## src/rtl/rpmo_pkg.sv

```systemverilog
`timescale 1ns / 1ps
`default_nettype none
// ----------------------------------------------------------------------------
// rpmo_pkg
// Types, constants and the per-stage step function of the RNS pointwise
// modular multiply/add core.
// ----------------------------------------------------------------------------
package rpmo_pkg;

	localparam int CW = 62;               // coefficient and modulus width
	localparam int AW = 64;               // working width of a lane accumulator
	localparam int MOD_REGS = 4;          // number of modulus registers
	localparam int IDX_W = 2;             // register and tower index width
	localparam int RED_STEPS = CW;        // one operand bit per stage for a mod q
	localparam int MUL_STEPS = 2 * CW;    // doubling and conditional add per bit
	localparam int STEPS = RED_STEPS + MUL_STEPS;
	localparam int BIT_W = 6;             // bit index into a coefficient

	typedef enum logic [1:0] {
		MODE_PASS = 2'd0,
		MODE_ADD  = 2'd1,
		MODE_MUL  = 2'd2
	} mode_t;

	typedef enum logic {
		CMD_ADD = 1'b0,
		CMD_MUL = 1'b1
	} cmd_t;

	typedef struct packed {
		logic            command;
		logic [IDX_W-1:0] tower_index;
		logic [CW-1:0]   first_a;
		logic [CW-1:0]   second_a;
		logic [CW-1:0]   first_b;
		logic [CW-1:0]   second_b;
		logic            last_element;
	} in_t;

	typedef struct packed {
		logic [CW-1:0] first_result;
		logic [CW-1:0] second_result;
		logic          last;
	} out_t;

	// Working state of one lane as it moves down the pipeline.
	typedef struct packed {
		mode_t         mode;
		logic [AW-1:0] acc;  // add/pass result, or the running product
		logic [AW-1:0] ar;   // operand a reduced modulo q
		logic [CW-1:0] a;
		logic [CW-1:0] b;
		logic [CW-1:0] q;
	} lane_t;

	// Work done by pipeline stage k. The first CW stages reduce a modulo q, one
	// bit each (stage 0 also reduces an add's sum); the rest run an MSB-first
	// interleaved modular multiply, a doubling stage and an add stage per bit of b.
	function automatic lane_t rpmo_step(lane_t s, int k);
		lane_t         nx;
		logic [AW-1:0] q64;
		logic [AW-1:0] t;
		int            m;
		int            i;
		nx  = s;
		q64 = {{(AW-CW){1'b0}}, s.q};
		t   = '0;
		m   = 0;
		i   = 0;
		if (k < RED_STEPS) begin
			if (s.mode == MODE_MUL) begin
				t = {s.ar[AW-2:0], s.a[BIT_W'(CW - 1 - k)]};
				nx.ar = (t >= q64) ? (t - q64) : t;
			end
			if ((k == 0) && (s.mode == MODE_ADD)) begin
				t = (s.acc >= q64) ? (s.acc - q64) : s.acc;
				nx.acc = {{(AW-CW){1'b0}}, t[CW-1:0]};
			end
		end else begin
			m = k - RED_STEPS;
			i = CW - 1 - (m >> 1);
			if (s.mode == MODE_MUL) begin
				if ((m & 1) == 0) begin
					t = {s.acc[AW-2:0], 1'b0};
					nx.acc = (t >= q64) ? (t - q64) : t;
				end else if (s.b[BIT_W'(i)]) begin
					t = s.acc + s.ar;
					nx.acc = (t >= q64) ? (t - q64) : t;
				end
			end
		end
		return nx;
	endfunction

endpackage
`default_nettype wire

```

## src/rtl/rpmo_merge.sv

```systemverilog
`timescale 1ns / 1ps
`default_nettype none
// ----------------------------------------------------------------------------
// rpmo_merge
// Output stage: combines the two lane results and the last flag into one
// registered result with its strobe.
// ----------------------------------------------------------------------------
module rpmo_merge (
	input  wire logic              clk,
	input  wire logic              arst_n,
	input  wire logic              vld,
	input  wire logic              lst,
	input  wire rpmo_pkg::lane_t   lane_first,
	input  wire rpmo_pkg::lane_t   lane_second,
	output logic                   res_valid,
	output rpmo_pkg::out_t         rsp
);
	import rpmo_pkg::*;

	out_t rsp_q;
	logic res_valid_q;

	// A multiply by a zero modulus yields zero.
	function automatic logic [CW-1:0] lane_value(lane_t l);
		logic [CW-1:0] v;
		v = l.acc[CW-1:0];
		if ((l.mode == MODE_MUL) && (l.q == '0)) begin
			v = '0;
		end
		return v;
	endfunction

	always_ff @(posedge clk or negedge arst_n) begin
		if (!arst_n) begin
			res_valid_q <= 1'b0;
		end else begin
			res_valid_q <= vld;
		end
	end

	always_ff @(posedge clk) begin
		rsp_q.first_result  <= lane_value(lane_first);
		rsp_q.second_result <= lane_value(lane_second);
		rsp_q.last          <= lst;
	end

	assign res_valid = res_valid_q;
	assign rsp       = rsp_q;

endmodule
`default_nettype wire

```

## config.mk

```make
export PLATFORM = sky130hd
export DESIGN_NAME = rpmo_merge
export DESIGN_NICKNAME = d
export VERILOG_FILES = /design/src/rtl/rpmo_pkg.sv /design/src/rtl/rpmo_merge.sv
export SDC_FILE = /design/constraint.sdc
export NUM_CORES = 1
export LEC_CHECK = 0
export ABC_AREA = 1
export CAP_MARGIN = 10
export CORE_AREA = 2 2 300 302
export DETAILED_ROUTE_END_ITERATION = 6
export DIE_AREA = 0 0 302 304
export DONT_BUFFER_PORTS = 1
export PLACE_DENSITY_LB_ADDON = 0.12
export SLEW_MARGIN = 30
export SYNTH_ARGS = -nofsm -noshare
export SYNTH_HDL_FRONTEND = slang
export SYNTH_SLANG_ARGS = --single-unit
```

## constraint.sdc

```tcl
create_clock -name clk -period 0.8 [get_ports clk]
set_input_delay 0.16 -clock clk [delete_from_list [all_inputs] [get_ports clk]]
set_output_delay 0.16 -clock clk [all_outputs]
set_load 0.01 [all_outputs]
```

### Yosys cells after proc, flatten, opt, wreduce, memory -nomap -nowiden

Cells that the tools add are included.

* equal/unequal tests: 2
* reduce and logical (&&, ||, !) cells: 4

Operators with widths (number)
* 62-bit logical NOT: 2
* 2-bit equality test, second input constant: 2
* 1-bit logical AND: 2

* logic and storage cells: 10
* input port bits: 636
* register bits: 126
* output and inout port bits: 126

### Logic depth before layout (Yosys ltp)

* word-level depth: 2
* gate-level depth with buffers: 7
* gate-level depth less buffers: 6

### Worst setup path after synthesis

Ideal clock, no wire load.

* path type: input to register
* from: in lane_first[59] in the netlist's numbering
* to: reg rsp_q, in the netlist rsp[78]
* arrival: 944 ps
* setup time: 119 ps
* buffers on the path: 1
* required time: 681 ps
* stages: 7
* path slack: -263 ps
* cell sequence: nor2_1 > nand2_1 > nor2_1 > nand2_1 > nor2_4 > buf_6 > a21oi_2

* word-level cells in the longest chain between the ends: 2

Ends and longest elaborated chain
* from (decl): RTL line rpmo_merge.sv:13 `input wire rpmo_pkg::lane_t lane_first,`
* 62-bit logical NOT: RTL line rpmo_merge.sv:27 `if ((l.mode == MODE_MUL) && (l.q == '0)) begin`
* 1-bit logical AND: RTL line rpmo_merge.sv:27
* to (decl): RTL line rpmo_merge.sv:20 `out_t rsp_q;`

No other way between the ends.
A chain may end at the register's enable or synchronous reset.

### Final worst setup path

* from: reg res_valid_q, in the netlist res_valid
* to: out res_valid

RTL lines
* from (decl): RTL line rpmo_merge.sv:21 `logic res_valid_q;`
* from (signal assigned): RTL line rpmo_merge.sv:37 `res_valid_q <= vld;`
* to (decl): RTL line rpmo_merge.sv:15 `output logic res_valid,`

No word-level cell between the ends.

==> flow_summary.json <==
{
  "synth.cell_area_sq_um": 4370,
  "synth-compound-area-share": 0.155,
  "ir_worst_vdd_mv": 1.41,
  "synthXorXnorAreaFrac": 0,
  "min_period_over_period": 1.27,
  "cts_max_level": 4,
  "maxSlewHeadroom": 0.828,
  "cts-buffers-inserted": 17,
  "rsz_0062_raised_after_global_routing": "true",
  "initial_utilization": 0.0491,
  "critical_path.max_fanout": 1,
  "die-height_microns": 304,
  "timing.final.crit_period_ns": 1.02,
  "track_usage": 0.0477,
  "clkTransAtPathRegs_ns": 0.06,
  "routed_vias_inst": 2.10,
  "postSynth.asyncResetShare": 0.00794,
  "synth.cells.most_frequent": "sky130_fd_sc_hd__inv_1 (126), sky130_fd_sc_hd__dfxtp_1 (125), sky130_fd_sc_hd__a21oi_1 (109)",
  "drc": 0,
  "die_area_sq_um": 91800,
  "hold_viol": 0,
  "synth_ff_type": "sky130_fd_sc_hd__dfxtp_1",
  "synth_simple_gate_area_frac": 0.112,
  "antenna_found_initial": 10,
  "adder_cell_share_of_the_synthesized_area": 0,
  "grt_start_max_net_pins": 25,
  "synthesis.area_per_instance_sq_um": 8.37,
  "drv_slew": 0,
  "crit_path_end_kind": "output pin",
  "postPlaceCellArea_sq_um": 6140,
  "signal_arrival_time_at_the_worst_endpoint_ns": 0.86,
  "most_numerous_cell_in_the_yosys_netlist": "sky130_fd_sc_hd__inv_1",
  "initialDrtViolationCount": 72,
  "netlist_top_cells_area": "sky130_fd_sc_hd__dfxtp_1 (57%), sky130_fd_sc_hd__a21oi_1 (12%), sky130_fd_sc_hd__inv_1 (11%)",
  "cp_data_required_time_ns": 0.64,
  "tritoncts": "yes",
  "p_leak_nw": 3.25,
  "core_region_area_sq_um": 89000,
  "ys.warnings.count": 0,
  "grt-ovfl-total": 0,
  "final_weighted_congestion_of_routability_driven_global_placement": 0.653,
  "path_class": "reg -> out",
  "fraction_of_synthesized_area_in_multiplexers": 0,
  "tightestPinTransition_ns": 0.258,
  "buffer_ports.inserted": 0,
  "violations": "negative setup slack",
  "synthDominantCellAreaShare": 0.573,
  "max_freq_mhz": 984,
  "area_growth_pct": 104,
  "post_drt_wl_per_cell_microns": 11.9,
  "hold_path_class": "in -> reg",
  "max-clock-path-buffers": 2,
  "post-route-cell-area_sq_um": 8900,
  "synth_top_family_by_area": "compound AO/OA/AOI/OAI gates",
  "cts-root-buf": "sky130_fd_sc_hd__clkbuf_16",
  "maxCapViolCount": 0,
  "drt_pre_antenna_iters": 4,
  "pwr_density_cell_nw_per_um2": 1820,
  "dpl.hpwl_microns": 15400,
  "io_pins": 762,
  "die_w_microns": 302,
  "finish.net_count": 1317,
  "tritoncts_num_sinks": 126,
  "synth_seq_area_share": 0.579,
  "largest_area_contributor_in_the_synthesized_netlist": "sky130_fd_sc_hd__dfxtp_1",
  "report.final.setup_viol": 195,
  "final_core_utilization": 0.0999,
  "synth-seq-cells": 126,
  "post_synth_num_cell_types": 12,
  "antenna_left": 0,
  "status": "complete, but fails checks",
  "rows": 110,
  "synth-edff-count": 0,
  "grt_pass1_vias": 4108,
  "wire_length_of_the_first_global_routing_pass_microns": 29600,
  "final_layout_size_suffix_gt1_frac": 0.467,
  "mappedNetlistNets": 1158,
  "critical_path.startpoint_type": "flop",
  "postSynthCellCount": 522,
  "fin_ws_ns": -0.217,
  "vias": 3941,
  "detailed_route_wl_microns": 22400
}
==> layout by cell type (no fill, tap or decap), types with 6 or more instances in the layout <==
cell / netlist / routed
sky130_fd_sc_hd__dlygate4sd3_1: 0 / 128
sky130_fd_sc_hd__inv_1: 126 / 126
sky130_fd_sc_hd__dfxtp_2: 0 / 104
sky130_fd_sc_hd__a21oi_2: 15 / 86
sky130_fd_sc_hd__nor2_1: 78 / 53
sky130_fd_sc_hd__nand2_1: 38 / 30
sky130_fd_sc_hd__a21oi_1: 109 / 30
sky130_fd_sc_hd__nor2_4: 4 / 23
sky130_fd_sc_hd__dfxtp_4: 0 / 21
sky130_fd_sc_hd__clkbuf_16: 0 / 20
sky130_fd_sc_hd__buf_12: 0 / 14
sky130_fd_sc_hd__buf_4: 2 / 9
sky130_fd_sc_hd__nand2_2: 0 / 8
sky130_fd_sc_hd__a21oi_4: 0 / 8
sky130_fd_sc_hd__nor2_2: 0 / 6
sky130_fd_sc_hd__clkinv_4: 0 / 6
sky130_fd_sc_hd__buf_16: 0 / 6
==> where the power goes <==
part	internal, mW	leakage [nW]	total [mW]	switching, mW
clock network	4.64	0.290	8.09	3.45
registers	6.65	1.07	7.01	0.359
logic	0.677	1.88	1.09	0.414
==> sequential cells by signal (all words and copies together) (netlist names) <==
signal and count:
rsp 125, res_valid 1
==> layer usage <==
layer | up-vias | routed length [microns] | global-route usage
li1 | 1894 | - | -
met1 | 1741 | 9900 | 0.0568
met2 | 271 | 9160 | 0.0667
met3 | 25 | 2880 | 0.0314
met4 | 10 | 363 | 0.0191
met5 | - | 68 | 0
==> tightest hold or removal path, stage by stage <==
cell                      delay, ns
sky130_fd_sc_hd__nor2_1        0.02
sky130_fd_sc_hd__nand2_1       0.04
sky130_fd_sc_hd__nor2_1        0.03
sky130_fd_sc_hd__nand2_1       0.09
sky130_fd_sc_hd__nor2_4        0.05
sky130_fd_sc_hd__buf_12        0.14
sky130_fd_sc_hd__a21oi_2       0.12
==> area by class of cell <==
cell class / count / area (sq um)
well taps: 1176 / 1470
clock inverters: 14 / 158
inverters: 126 / 473
clock buffers: 18 / 429
flip-flops and latches: 126 / 2740
multi-input cells: 246 / 1710
repair buffers: 164 / 1920
diodes: 3 / 7.51
fillers: 10300 / 80100
==> metrics by stage <==
stage	hold slack, ns	power (mW)	TNS, ns	cells	worst slack [ns]
2_1_floorplan	-0.136	7.41	-27.49	522	-0.236
3_3_place_gp	-0.136	7.65	-109.68	1698	-1.03
3_5_place_dp	-0.136	7.63	-114.63	1698	-1.03
4_1_cts	0.199	16.7	-29.86	1871	-0.275
5_1_grt	0.206	17.1	-34.74	1870	-0.277
6_report	0.253	16.2	-24.02	1873	-0.217
==> worst paths after layout <==
check	startpoint	to	cells past startpoint
setup / recovery	res_valid$_DFF_PN0_	res_valid	0
hold / removal	lane_second[32]	rsp[57]$_SDFF_PP0_	7
max in group asynchronous	arst_n	res_valid$_DFF_PN0_	2
min in group asynchronous	arst_n	res_valid$_DFF_PN0_	2
==> logic make-up after synthesis <==
family / count (synthesis)
compound gates: 124
buf+inv: 150
flops: 126
simple gates: 122
==> repair_timing <==
action | in CTS | in global routing
hold buffers | 128 | 0
gates resized for setup | 199 | 51
endpoints found under the hold margin | 127 | 0
buffers inserted | 10 | 1
pin swaps | 34 | 11
gates cloned | 7 | 3
setup endpoints to repair | 250 | 231
Note: power is estimated with default switching activity, not from simulation.
